`config.mk`:
```
export PLATFORM = sky130hd
export DESIGN_NAME = bin_average_decimator
export DESIGN_NICKNAME = d
export VERILOG_FILES = /design/src/sv/bavg_pkg.sv /design/src/sv/bavg_lane.sv /design/src/sv/bavg_ctrl.sv /design/src/sv/bavg_merge.sv /design/src/sv/bin_average_decimator.sv
export VERILOG_INCLUDE_DIRS = /design/src /design/src/sv
export SDC_FILE = /design/constraint.sdc
export NUM_CORES = 2
export LEC_CHECK = 0
export BUFFER_PORTS_ARGS = -buffer_cell sky130_fd_sc_hd__buf_4
export CAP_MARGIN = 20
export CORE_MARGIN = 10
export CORE_UTILIZATION = 61
export CTS_CLUSTER_DIAMETER = 150
export DETAILED_ROUTE_END_ITERATION = 8
export GPL_ROUTABILITY_DRIVEN = 0
export PLACE_DENSITY = 0.8
export SYNTH_ARGS = -nofsm -noshare
export SYNTH_HDL_FRONTEND = slang
export SYNTH_SLANG_ARGS = --single-unit
export TNS_END_PERCENT = 1
```
`constraint.sdc`:
```
create_clock -name clk -period 28.2 [get_ports clk]
set_input_delay 5.64 -clock clk [delete_from_list [all_inputs] [get_ports clk]]
set_output_delay 5.64 -clock clk [all_outputs]
set_load 0.005 [all_outputs]
```
`src/sv/assert_macros.svh`:
```
// Assertion macros shared by the decimator modules.
`ifndef ASSERT_MACROS_SVH
`define ASSERT_MACROS_SVH

// Same-cycle implication, switched off while reset is high.
`define ASSERT_IMPLIES(label, clk, rst, ante, cons) \
  label: assert property (@(posedge clk) disable iff (rst) (ante) |-> (cons)) \
    else $error("Assertion failed: same-cycle implication does not hold.");

// Next-cycle implication, switched off while reset is high.
`define ASSERT_NEXT(label, clk, rst, ante, cons) \
  label: assert property (@(posedge clk) disable iff (rst) (ante) |=> (cons)) \
    else $error("Assertion failed: next-cycle implication does not hold.");

`endif

```
`src/sv/bavg_pkg.sv`:
```
// Package with the constants and types shared by the decimator modules.
package bavg_pkg;

  localparam int MAX_SAMPLES = 1024;
  localparam int POINTS_CAP  = 256;
  localparam int SAMPLE_W    = 24;
  localparam int NUM_LANES   = 4;
  localparam int TAG_W       = 32;

  localparam int TC_W      = 11;
  localparam int OP_W      = 9;
  localparam int CFG_W     = 11;
  localparam int CFG_IDX_W = 2;

  localparam int CNT_W  = $clog2(MAX_SAMPLES + 1);
  localparam int PTS_W  = $clog2(POINTS_CAP + 1);
  localparam int SUM_W  = SAMPLE_W + $clog2(MAX_SAMPLES) + 1;
  localparam int MAG_W  = SUM_W - 1;
  localparam int STEP_W = $clog2(MAG_W);
  localparam int ACC_W  = $clog2((MAX_SAMPLES + 2) * (POINTS_CAP + 1) + 1);

  localparam int RESET_OUT_POINTS = 200;

  localparam logic [CFG_IDX_W-1:0] REG_TOTAL_COUNT = CFG_IDX_W'(0);
  localparam logic [CFG_IDX_W-1:0] REG_OUT_POINTS  = CFG_IDX_W'(1);

  localparam int LANE_TEMPERATURE  = 0;
  localparam int LANE_HUMIDITY     = 1;
  localparam int LANE_GAS          = 2;
  localparam int LANE_ACCELERATION = 3;

  typedef logic signed [SAMPLE_W-1:0] sample_t;

  typedef struct packed {
    logic             clear;
    logic             add;
    logic             close;
    logic [CNT_W-1:0] count;
  } lane_ctl_t;

  typedef struct packed {
    logic [TAG_W-1:0] tag;
    logic [CNT_W-1:0] count;
    logic             last;
  } point_info_t;

endpackage

```
`src/sv/bavg_lane.sv`:
```
// One channel lane: bin accumulator and a bit-serial signed divider for the mean.
`include "assert_macros.svh"

module bavg_lane (
  input  logic                clk,
  input  logic                rst,
  input  bavg_pkg::lane_ctl_t ctl,
  input  bavg_pkg::sample_t   sample,
  output bavg_pkg::sample_t   mean,
  output logic                idle
);
  import bavg_pkg::*;

  logic signed [SUM_W-1:0] acc;
  logic signed [SUM_W-1:0] sum_new;
  logic        [SUM_W-1:0] sum_abs;
  logic        [MAG_W-1:0] dvd;
  logic        [MAG_W-1:0] quot_signed;
  logic        [CNT_W-1:0] rem;
  logic        [CNT_W-1:0] divisor;
  logic        [CNT_W:0]   shifted;
  logic        [CNT_W:0]   diff;
  logic                    fits;
  logic                    neg;
  logic                    busy;
  logic        [STEP_W-1:0] step;

  assign sum_new = acc + SUM_W'(sample);
  assign sum_abs = sum_new[SUM_W-1] ? (~sum_new + SUM_W'(1)) : sum_new;

  assign shifted = {rem, dvd[MAG_W-1]};
  assign diff    = shifted - {1'b0, divisor};
  assign fits    = shifted >= {1'b0, divisor};

  assign quot_signed = neg ? (~dvd + MAG_W'(1)) : dvd;
  assign mean        = sample_t'(quot_signed[SAMPLE_W-1:0]);
  assign idle        = !busy;

  always_ff @(posedge clk) begin
    if (rst) begin
      acc  <= '0;
      busy <= 1'b0;
      step <= '0;
    end else if (ctl.clear) begin
      acc  <= '0;
      busy <= 1'b0;
      step <= '0;
    end else begin
      if (ctl.add) begin
        if (ctl.close) begin
          acc     <= '0;
          dvd     <= sum_abs[MAG_W-1:0];
          neg     <= sum_new[SUM_W-1];
          divisor <= ctl.count;
          rem     <= '0;
          busy    <= 1'b1;
          step    <= '0;
        end else begin
          acc <= sum_new;
        end
      end
      if (busy) begin
        rem  <= fits ? diff[CNT_W-1:0] : shifted[CNT_W-1:0];
        dvd  <= {dvd[MAG_W-2:0], fits};
        step <= step + STEP_W'(1);
        if (step == STEP_W'(MAG_W - 1)) begin
          busy <= 1'b0;
        end
      end
    end
  end

  `ASSERT_IMPLIES(a_close_while_idle, clk, rst, ctl.add && ctl.close, !busy)
  `ASSERT_IMPLIES(a_divisor_nonzero, clk, rst, ctl.add && ctl.close, ctl.count != '0)

endmodule

```
`src/sv/bavg_ctrl.sv`:
```
// Run control: configuration registers, sample and bin counters, bin closing decision.
`include "assert_macros.svh"

module bavg_ctrl (
  input  logic                         clk,
  input  logic                         rst,
  input  logic                         cfg_we,
  input  logic [bavg_pkg::CFG_IDX_W-1:0] cfg_index,
  input  logic [bavg_pkg::CFG_W-1:0]   cfg_data,
  input  logic                         in_valid,
  output logic                         in_stall,
  input  logic [bavg_pkg::TAG_W-1:0]   time_tag,
  input  logic                         lanes_idle,
  input  logic                         room,
  output bavg_pkg::lane_ctl_t          lane_ctl,
  output logic                         load,
  output bavg_pkg::point_info_t        info
);
  import bavg_pkg::*;

  typedef enum logic {ST_ACCUM, ST_DIVIDE} state_t;

  state_t           state;
  logic [TC_W-1:0]  total_count;
  logic [OP_W-1:0]  out_points;
  logic [CNT_W-1:0] sample_index;
  logic [CNT_W-1:0] fill;
  logic [TAG_W-1:0] first_tag;
  logic [ACC_W-1:0] lim_a;
  logic [ACC_W-1:0] lim_b;
  point_info_t      pend;

  logic [TC_W-1:0]  tc_new;
  logic [OP_W-1:0]  op_new;
  logic [CNT_W-1:0] n_eff;
  logic [PTS_W-1:0] m_eff;
  logic [CNT_W-1:0] n_new;
  logic [PTS_W-1:0] m_new;
  logic             cfg_hit;
  logic             in_acc;
  logic             active;
  logic             pass;
  logic             close;
  logic             take;

  function automatic logic [CNT_W-1:0] eff_n(input logic [TC_W-1:0] tc);
    if (int'(tc) > MAX_SAMPLES) return CNT_W'(MAX_SAMPLES);
    return CNT_W'(tc);
  endfunction

  function automatic logic [PTS_W-1:0] eff_m(input logic [OP_W-1:0] op);
    if (op == '0) return PTS_W'(1);
    if (int'(op) > POINTS_CAP) return PTS_W'(POINTS_CAP);
    return PTS_W'(op);
  endfunction

  assign cfg_hit = cfg_we && (cfg_index == REG_TOTAL_COUNT || cfg_index == REG_OUT_POINTS);
  assign tc_new  = (cfg_index == REG_TOTAL_COUNT) ? cfg_data[TC_W-1:0] : total_count;
  assign op_new  = (cfg_index == REG_OUT_POINTS) ? cfg_data[OP_W-1:0] : out_points;
  assign n_new   = eff_n(tc_new);
  assign m_new   = eff_m(op_new);
  assign n_eff   = eff_n(total_count);
  assign m_eff   = eff_m(out_points);

  assign in_stall = (state != ST_ACCUM);
  assign in_acc   = in_valid && (state == ST_ACCUM);
  assign active   = sample_index < n_eff;
  assign pass     = ACC_W'(n_eff) <= ACC_W'(m_eff);
  assign close    = pass || (lim_a < lim_b);
  assign take     = in_acc && active;

  assign lane_ctl.clear = cfg_hit;
  assign lane_ctl.add   = take && !cfg_hit;
  assign lane_ctl.close = close;
  assign lane_ctl.count = fill + CNT_W'(1);

  assign load = (state == ST_DIVIDE) && lanes_idle && room && !cfg_hit;
  assign info = pend;

  always_ff @(posedge clk) begin
    if (rst) begin
      state        <= ST_ACCUM;
      total_count  <= '0;
      out_points   <= OP_W'(RESET_OUT_POINTS);
      sample_index <= '0;
      fill         <= '0;
      first_tag    <= '0;
      lim_a        <= '0;
      lim_b        <= ACC_W'(RESET_OUT_POINTS) << 1;
    end else if (cfg_hit) begin
      state        <= ST_ACCUM;
      total_count  <= tc_new;
      out_points   <= op_new;
      sample_index <= '0;
      fill         <= '0;
      first_tag    <= '0;
      lim_a        <= ACC_W'(n_new);
      lim_b        <= ACC_W'(m_new) << 1;
    end else begin
      case (state)
        ST_ACCUM: begin
          if (take) begin
            sample_index <= sample_index + CNT_W'(1);
            lim_b        <= lim_b + ACC_W'(m_eff);
            if (fill == '0) begin
              first_tag <= time_tag;
            end
            if (close) begin
              lim_a      <= lim_a + ACC_W'(n_eff);
              fill       <= '0;
              pend.tag   <= (fill == '0) ? time_tag : first_tag;
              pend.count <= fill + CNT_W'(1);
              pend.last  <= (sample_index + CNT_W'(1)) == n_eff;
              state      <= ST_DIVIDE;
            end else begin
              fill <= fill + CNT_W'(1);
            end
          end
        end
        ST_DIVIDE: begin
          if (load) begin
            state <= ST_ACCUM;
          end
        end
        default: begin
          state <= ST_ACCUM;
        end
      endcase
    end
  end

  `ASSERT_IMPLIES(a_fill_within_index, clk, rst, 1'b1, fill <= sample_index)
  `ASSERT_NEXT(a_close_starts_divide, clk, rst, take && close && !cfg_hit, state == ST_DIVIDE)

endmodule

```
`src/sv/bavg_merge.sv`:
```
// Merging stage: gathers the lane means and bin details into the output register.
module bavg_merge (
  input  logic                          clk,
  input  logic                          rst,
  input  logic                          load,
  input  bavg_pkg::point_info_t         info,
  input  bavg_pkg::sample_t             means [bavg_pkg::NUM_LANES],
  output logic                          room,
  output logic                          out_valid,
  input  logic                          out_stall,
  output logic [bavg_pkg::TAG_W-1:0]    point_tag,
  output logic signed [bavg_pkg::SAMPLE_W-1:0] mean_temperature,
  output logic signed [bavg_pkg::SAMPLE_W-1:0] mean_humidity,
  output logic signed [bavg_pkg::SAMPLE_W-1:0] mean_gas,
  output logic signed [bavg_pkg::SAMPLE_W-1:0] mean_acceleration,
  output logic [bavg_pkg::CNT_W-1:0]    bin_samples,
  output logic                          last_point
);
  import bavg_pkg::*;

  assign room = !out_valid || !out_stall;

  always_ff @(posedge clk) begin
    if (rst) begin
      out_valid <= 1'b0;
    end else if (load) begin
      out_valid <= 1'b1;
    end else if (!out_stall) begin
      out_valid <= 1'b0;
    end
  end

  always_ff @(posedge clk) begin
    if (load) begin
      point_tag         <= info.tag;
      mean_temperature  <= means[LANE_TEMPERATURE];
      mean_humidity     <= means[LANE_HUMIDITY];
      mean_gas          <= means[LANE_GAS];
      mean_acceleration <= means[LANE_ACCELERATION];
      bin_samples       <= info.count;
      last_point        <= info.last;
    end
  end

endmodule

```
`src/sv/bin_average_decimator.sv`:
```
// Top level of the block-average decimator.
//
// Samples arrive on the input channel (in_valid, in_stall) with a time tag
// and four signed channels; averaged points leave on the output channel
// (out_valid, out_stall). The plain write port (cfg_we, cfg_index, cfg_data)
// sets total_count and out_points, and any write to either restarts the run.
// A sample that does not close a bin is taken without stalling the input, so
// such samples stream at one per cycle. A sample that closes a bin starts the
// four lane dividers, which resolve one quotient bit per cycle; the point is
// loaded into the output register once all lanes are idle and the register has
// room, and the input is stalled until the point has moved into that register.
// Samples beyond total_count are taken and dropped.
// Reset clears the run with total_count 0 and out_points 200.
// A point held by a stalled receiver stays in the output register while the
// next bin keeps filling; a further closing bin then waits in the lanes with
// the input stalled until the register frees.
module bin_average_decimator (
  input  logic                                 clk,
  input  logic                                 rst,
  input  logic                                 cfg_we,
  input  logic [bavg_pkg::CFG_IDX_W-1:0]       cfg_index,
  input  logic [bavg_pkg::CFG_W-1:0]           cfg_data,
  input  logic                                 in_valid,
  output logic                                 in_stall,
  input  logic [bavg_pkg::TAG_W-1:0]           time_tag,
  input  logic signed [bavg_pkg::SAMPLE_W-1:0] temperature,
  input  logic signed [bavg_pkg::SAMPLE_W-1:0] humidity,
  input  logic signed [bavg_pkg::SAMPLE_W-1:0] gas_level,
  input  logic signed [bavg_pkg::SAMPLE_W-1:0] acceleration,
  output logic                                 out_valid,
  input  logic                                 out_stall,
  output logic [bavg_pkg::TAG_W-1:0]           point_tag,
  output logic signed [bavg_pkg::SAMPLE_W-1:0] mean_temperature,
  output logic signed [bavg_pkg::SAMPLE_W-1:0] mean_humidity,
  output logic signed [bavg_pkg::SAMPLE_W-1:0] mean_gas,
  output logic signed [bavg_pkg::SAMPLE_W-1:0] mean_acceleration,
  output logic [bavg_pkg::CNT_W-1:0]           bin_samples,
  output logic                                 last_point
);
  import bavg_pkg::*;

  lane_ctl_t        lane_ctl;
  point_info_t      info;
  sample_t          samples [NUM_LANES];
  sample_t          means   [NUM_LANES];
  logic [NUM_LANES-1:0] lane_idle;
  logic             lanes_idle;
  logic             load;
  logic             room;

  assign samples[LANE_TEMPERATURE]  = temperature;
  assign samples[LANE_HUMIDITY]     = humidity;
  assign samples[LANE_GAS]          = gas_level;
  assign samples[LANE_ACCELERATION] = acceleration;

  assign lanes_idle = &lane_idle;

  bavg_ctrl u_ctrl (
    .clk        (clk),
    .rst        (rst),
    .cfg_we     (cfg_we),
    .cfg_index  (cfg_index),
    .cfg_data   (cfg_data),
    .in_valid   (in_valid),
    .in_stall   (in_stall),
    .time_tag   (time_tag),
    .lanes_idle (lanes_idle),
    .room       (room),
    .lane_ctl   (lane_ctl),
    .load       (load),
    .info       (info)
  );

  for (genvar i = 0; i < NUM_LANES; i++) begin : g_lane
    bavg_lane u_lane (
      .clk    (clk),
      .rst    (rst),
      .ctl    (lane_ctl),
      .sample (samples[i]),
      .mean   (means[i]),
      .idle   (lane_idle[i])
    );
  end

  bavg_merge u_merge (
    .clk               (clk),
    .rst               (rst),
    .load              (load),
    .info              (info),
    .means             (means),
    .room              (room),
    .out_valid         (out_valid),
    .out_stall         (out_stall),
    .point_tag         (point_tag),
    .mean_temperature  (mean_temperature),
    .mean_humidity     (mean_humidity),
    .mean_gas          (mean_gas),
    .mean_acceleration (mean_acceleration),
    .bin_samples       (bin_samples),
    .last_point        (last_point)
  );

endmodule

```
Word-level counts from Yosys, hierarchy flattened
Cells that the tools add are included.
{"block": "totals", "ff_bits": 661, "latchBits": 0, "mem_bits_rw": 0, "rom_bits": 0, "input_bits": 146, "memories": 0}
{"block": "classes", "addsub": 24, "n_mul": 0, "n_div": 0, "magnitude_cmp": 11, "eq_ne": 8, "n_shift": 0, "n_mux": 93, "n_bitwise": 11, "reduce_logical": 47}
{"op": "2-to-1 mux 34 bit", "count": 16}
{"op": "2-to-1 mux 11 bit", "count": 20}
{"op": "adder 35 x 24 -> 35 bit", "count": 4}
{"op": "2-to-1 mux 35 bit", "count": 4}
{"op": "adder 34 x 2 -> 34 bit (second input constant)", "count": 4}
{"op": "NOT 34 bit", "count": 4}
{"op": "adder 24 x 1 -> 24 bit (second input constant)", "count": 4}
{"op": "2-to-1 mux 24 bit", "count": 4}
{"op": "NOT 24 bit", "count": 4}
{"op": "2-to-1 mux 9 bit", "count": 9}
{"op": "greater-or-equal comparator 12 x 11 -> 1 bit", "count": 4}
{"op": "subtractor 11 bit", "count": 4}
{"op": "2-to-1 mux 6 bit", "count": 6}
{"op": "2-to-1 mux 32 bit", "count": 1}
{"op": "2-to-1 mux 10 bit", "count": 3}
{"op": "2-to-1 mux 1 bit", "count": 29}
{"op": "adder 6 x 1 -> 6 bit (second input constant)", "count": 4}
{"op": "equality test 6 bit (second input constant)", "count": 4}
{"op": "AND reduction 4 bit", "count": 6}
{"op": "adder 11 x 1 -> 11 bit (second input constant)", "count": 2}
{"op": "greater-than comparator 11 bit (second input constant)", "count": 2}
{"op": "nonzero test 2 bit", "count": 10}
{"op": "adder 19 x 11 -> 19 bit", "count": 1}
{"op": "adder 19 x 9 -> 19 bit", "count": 1}
{"op": "other kinds (20)", "count": 44}

Logic depth before layout (Yosys ltp)
{"block": "logic_depth", "depth_word": 11, "depth_mapped": 18, "depth_no_buf": 17}

Cells and area by module
From an unflattened synthesis, not the netlist that was laid out.
{"block": "hier_totals", "cells_unflattened": 4772, "hier_area_um2": 44555.2}
{"mod": "bavg_lane at g_lane[1].u_lane ...", "n_inst": 2, "cells_each": 895, "area_each_um2": 7807.5, "seq_area_each_um2": 2552.4}
{"mod": "bavg_ctrl", "n_inst": 1, "cells_each": 989, "area_each_um2": 8740.9, "seq_area_each_um2": 3583.4}
{"mod": "bavg_lane at g_lane[0].u_lane", "n_inst": 1, "cells_each": 929, "area_each_um2": 7980.2, "seq_area_each_um2": 2552.4}
{"mod": "bavg_lane at g_lane[3].u_lane", "n_inst": 1, "cells_each": 919, "area_each_um2": 7973.9, "seq_area_each_um2": 2552.4}
{"mod": "bavg_merge", "n_inst": 1, "cells_each": 144, "area_each_um2": 4236.6, "seq_area_each_um2": 4224.1}
{"mod": "bin_average_decimator", "n_inst": 1, "cells_each": 1, "area_each_um2": 8.8, "seq_area_each_um2": 0.0}

Worst setup path before layout
No wires, ideal clock.
{"block": "synth_path", "path_kind": "input to register", "startpoint": "input cfg_index[1] (netlist name)", "endpoint": "register u_ctrl.state, in the netlist u_ctrl.in_stall", "setup_ps": 132, "arrival_time_ps": 13251, "required_ps": 28068, "slack_ps": 14816, "cell_stages": 5, "path_buffers": 0, "cell_sequence": "nand2b_1 -> nand3_1 -> a21oi_1 -> nand2b_1 -> a21oi_1"}
{"block": "synth_via", "elab_chain_len": 7}
{"item": "start, declared", "line": "bin_average_decimator.sv:21", "source": "input logic [bavg_pkg::CFG_IDX_W-1:0] cfg_index,"}
{"item": "equality test 2 x 1 -> 1 bit or zero test 2 bit (tied branches)", "line": "bavg_ctrl.sv:57", "source": "assign cfg_hit = cfg_we && (cfg_index == REG_TOTAL_COUNT || cfg_index == REG_OUT_POINTS);"}
{"item": "logical OR 1 bit (*)", "line": "bavg_ctrl.sv:57"}
{"item": "logical AND 1 bit (*)", "line": "bavg_ctrl.sv:57"}
{"item": "zero test 1 bit (*)", "line": "bavg_ctrl.sv:77", "source": "assign load = (state == ST_DIVIDE) && lanes_idle && room && !cfg_hit;"}
{"item": "logical AND 1 bit (*)", "line": "bavg_ctrl.sv:77"}
{"item": "net load", "line": "bin_average_decimator.sv:48", "source": "logic load;"}
{"item": "2-to-1 mux 1 bit (*)", "line": "bavg_ctrl.sv:121", "source": "if (load) begin"}
{"item": "one-hot mux 1 bit (2 select lines) (*)", "line": "bavg_ctrl.sv:100", "source": "case (state)"}
{"item": "end signal, assigned", "line": "bavg_ctrl.sv:82", "source": "state <= ST_ACCUM;"}
{"item": "end signal, assigned", "line": "bavg_ctrl.sv:122", "source": "state <= ST_ACCUM;"}
{"item": "end signal, assigned", "line": "bavg_ctrl.sv:126", "source": "state <= ST_ACCUM;"}
{"item": "end, declared", "line": "bavg_ctrl.sv:23", "source": "state_t state;"}
The timed path passes the listed nets; every way through them passes the cells marked *.
A chain may end at the register's enable or synchronous reset.

Worst setup path after layout
{"block": "layout_path", "startpoint": "input acceleration[0] (netlist name)", "endpoint": "register g_lane[3].u_lane.dvd[11] (data pin)"}
{"block": "layout_via", "elab_chain_len": 7}
{"item": "start, declared", "line": "bin_average_decimator.sv:29", "source": "input logic signed [bavg_pkg::SAMPLE_W-1:0] acceleration,"}
{"item": "adder 35 x 24 -> 35 bit (*)", "line": "bavg_lane.sv:28", "source": "assign sum_new = acc + SUM_W'(sample);"}
{"item": "NOT 34 bit", "line": "bavg_lane.sv:29", "source": "assign sum_abs = sum_new[SUM_W-1] ? (~sum_new + SUM_W'(1)) : sum_new;"}
{"item": "adder 34 x 2 -> 34 bit", "line": "bavg_lane.sv:29"}
{"item": "2-to-1 mux 34 bit (*)", "line": "bavg_lane.sv:29"}
{"item": "2-to-1 mux 34 bit (*)", "line": "bavg_lane.sv:50", "source": "if (ctl.close) begin"}
{"item": "2-to-1 mux 34 bit (*)", "line": "bavg_lane.sv:49", "source": "if (ctl.add) begin"}
{"item": "2-to-1 mux 34 bit (*)", "line": "bavg_lane.sv:62", "source": "if (busy) begin"}
{"item": "end signal, assigned", "line": "bavg_lane.sv:52", "source": "dvd <= sum_abs[MAG_W-1:0];"}
{"item": "end signal, assigned", "line": "bavg_lane.sv:64", "source": "dvd <= {dvd[MAG_W-2:0], fits};"}
{"item": "end, declared", "line": "bavg_lane.sv:17", "source": "logic [MAG_W-1:0] dvd;"}
Mark *: on every way between the ends. The rest lies on a longest branch, timed or not. The select of a mux whose other input is x is not followed.

==> results.py <==
metrics = {
    "sta": {
        "setup-tns-final_ns": 0,
        "slew_viol_final": 0,
        "period_needed_ns": 9.405,
        "worst_slew_pin_slew_ns": 1.041,
        "relSlewSlack": 0.2963,
        "setup_viol": 0,
        "finalClockSkew_ns": 0.03072,
        "hold_slack_ns": 0.4162,
        "fmax_mhz": 106.3,
        "hold_viol_final": 0,
        "post-route-period-util": 0.3335,
        "rsz0062_at_grt": "false",
    },
    "drt": {
        "firstDrtPassIters": 5,
        "via_count": 35570,
        "antenna_left": 0,
        "drtIter0Drc": 2774,
        "wirelength_mm": 110.9,
        "wl_per_cell_um": 19.17,
        "drc_errors": 0,
        "vias_per_cell": 6.149,
    },
    "worst_setup_path": {
        "criticalPathCategory": "in -> reg",
        "critPathLaunchType": "input port",
        "critical_path_arrival_ns": 9.80,
        "crit_path_top_delay_cell": "inv_1",
        "rr_endpoint": "g_lane[1].u_lane.dvd[19]",
        "r2r_slack_ns": 22.38,
        "path_cells": "buf_4 > ha_1 > fa_1 > a21o_1 > a311oi_2 > o21ai_1 > a41oi_1 > o211ai_1 > a2111o_1 > a21oi_1 > xnor2_1 > buf_4 > inv_1 > o21ai_0 > xnor2_1 > mux2_2",
        "ff2ff_path_depth": 14,
        "cp_num_buf_inv": 3,
        "end_kind": "flop",
        "reg2reg_from": "u_ctrl.total_count[10]",
        "path_delay_family": "compound AO/OA/AOI/OAI gates",
        "slowest_delay_ns": 0.43,
        "required_ns": 28.59,
        "worstPathMaxFanout": 21,
    },
    "floorplan": {
        "core_um2": 68590,
        "start_util": 0.6157,
        "num_rows": 96,
        "io_pins": 288,
        "fp.dieW_um": 283.1,
        "die_height_um": 283.1,
        "die_area_um2": 80150,
    },
    "cts": {
        "cts_tree": "built",
        "htreeDepth": 3,
        "cts_root_buffer": "clkbuf_16",
        "clkSinkCount": 661,
        "cts_buffer_depth": 3,
        "hold_buffers": 0,
        "cts_buffers": 74,
        "post_cts_buffers": 0,
        "path_clk_slew_ns": 0.06,
        "clk_latency_ns": 0.64,
        "cts_resized": 0,
    },
    "pwr": {
        "vdd_drop_max_v": 0.00004854,
        "leakagePower_nw": 18.48,
        "powerDensity_nw_per_um2": 50.99,
    },
    "placed_design": {
        "dp_hpwl_mm": 79.41,
        "place_inst": 5647,
        "io_buffer_count": 287,
    },
    "global_route": {
        "grt_pass1_vias": 33830,
        "grt_max_degree": 76,
        "grt_overflow": 0,
        "grtUsageTotal": 0.2627,
        "grt_pass1_wl_mm": 176.3,
        "grt_antenna_before_repair": 0,
    },
    "synth": {
        "synth_largest_area_cell": "edfxtp_1",
        "synth-edff-count": 379,
        "synthTopCellsByArea": "edfxtp_1 27%, dfxtp_1 13%, ha_1 7.6%",
        "synth_top_cells_by_count": "505 x nand2_1, 445 x a21oi_1, 379 x edfxtp_1",
        "ys.flop_type": "edfxtp_1",
        "synth-seq-area-share": 0.4032,
        "synth_area_um2": 42230,
        "syn_nets": 5020,
        "async_reset_ff_frac": 0,
        "synth_most_common_cell": "nand2_1",
        "ys_types": 111,
        "ys_ff_latch": 661,
        "yosysWarnings": 0,
        "avgSynthCellArea_um2": 9.167,
        "syn_inst": 4607,
        "synth_top_area_frac": 0.2695,
    },
    "cells_and_area": {
        "finalNonFillerCells": 5785,
        "antenna_cells": 0,
        "drive_gt1_frac": 0.1372,
        "nFillCells": 5310,
        "register_area_um2": 17030,
        "multiInputGateArea_um2": 23850,
        "nets": 5205,
        "syn_to_final_growth_pct": 12.72,
    },
    "run_status": {
        "outcome": "finished, final reports clean",
    },
    "hold_path": {
        "hold_path.class": "reg -> reg",
        "hold_start": "u_ctrl.info[7]",
        "min_path_cells": 0,
        "min_to": "u_merge.bin_samples[6]",
    },
    "run": {
        "maxCapViolations": 0,
    },
}
[final cells by class]
class | instances | share of cell area
Sequential cell | 661 | 0.3577
Clock inverter | 38 | 0.009305
Inverter | 164 | 0.01293
Tap cell | 931 | 0.02447
Clock buffer | 100 | 0.04329
Multi-Input combinational cell | 3566 | 0.5011
Timing Repair Buffer | 325 | 0.05126
[through the flow]
step           total power [mW]  setup WS, ns    util  area [µm²]
2_1_floorplan             1.342         14.82       -       42230
3_3_place_gp              1.443         18.27  0.6575       45100
3_5_place_dp              1.452         18.22  0.6575       45100
4_1_cts                   2.440         18.89  0.6940       47600
5_1_grt                   2.520         18.54  0.6940       47600
6_report                  2.427         18.79  0.6940       47600
[cell families after synthesis]
logic type,after synthesis,synth area share
xor+xnor,386,0.08041
simple gates,1589,0.1807
compound gates,1160,0.1768
flops,661,0.4032
buf+inv,380,0.03502
fa+ha+maj,267,0.08088
mux,164,0.04302
[per-layer routing]
metal / part of all wire / track usage / vias up
met3: 0.065 / 0.03914 / 234
li1: - / - / 17190
met1: 0.42 / 0.3396 / 16880
met2: 0.48 / 0.4461 / 1270
met4: 0.031 / 0.08631 / 0
met5: 0 / 0 / -
[worst register-to-register path: stages, from the launching register on]
cell	delay, ns
dfxtp_1	0.56
inv_1	0.28
nand2_1	0.14
ha_1	0.24
a21o_1	0.16
a21oi_1	0.14
nor2b_1	0.06
o21ai_0	0.13
nor4bb_1	0.91
o21ai_4	0.14
nor2_4	0.66
buf_4	0.79
a21oi_1	0.33
nor2_4	0.42
buf_4	0.50
[sequential cells by signal (all words and copies together), names as in the netlist, 32 cells and up]
register           cells
u_ctrl.info           44
g_lane.u_lane.rem     44
g_lane.u_lane.acc    140
u_merge.point_tag     32
u_ctrl.first_tag      32
g_lane.u_lane.dvd    136
[cell usage in the layout, fill, tap and decap left out, types with 32 or more instances in the layout]
cell type    n
a211oi_1    33
a21o_1     111
a21oi_1    444
a31oi_1     40
and3_1      32
buf_4      325
clkbuf_16   75
dfxtp_1    282
edfxtp_1   379
ha_1       257
inv_1      158
mux2_2     140
nand2_1    504
nand2b_1    43
nand3_1    206
nand4_1     47
nor2_1     359
nor2b_1     40
nor3_1     131
nor4_1      32
o21a_1      34
o21ai_0    176
o31ai_1     47
or3_1       46
xnor2_1    274
xor2_1     110
[how the worst max path moves through the flow]
stage / start / end / slack, ns / depth (start not counted)
2_1_floorplan: cfg_index[1] / u_ctrl.in_stall / 14.82 / 5
3_3_place_gp: acceleration[0] / g_lane[3].u_lane.dvd[15] / 18.27 / 16
3_5_place_dp: acceleration[0] / g_lane[3].u_lane.dvd[11] / 18.22 / 16
4_1_cts: acceleration[0] / g_lane[3].u_lane.dvd[11] / 18.89 / 16
5_1_grt: gas_level[0] / g_lane[2].u_lane.dvd[27] / 18.54 / 14
6_report: acceleration[0] / g_lane[3].u_lane.dvd[11] / 18.79 / 16
[power breakdown]
part | switching, mW | total [mW] | internal, mW
clock | 0.414 | 0.989 | 0.575
sequential | 0.0220 | 1.09 | 1.06
combinational | 0.216 | 0.353 | 0.137
total | 0.652 | 2.43 | 1.78
(Power assumes the default switching activity.)
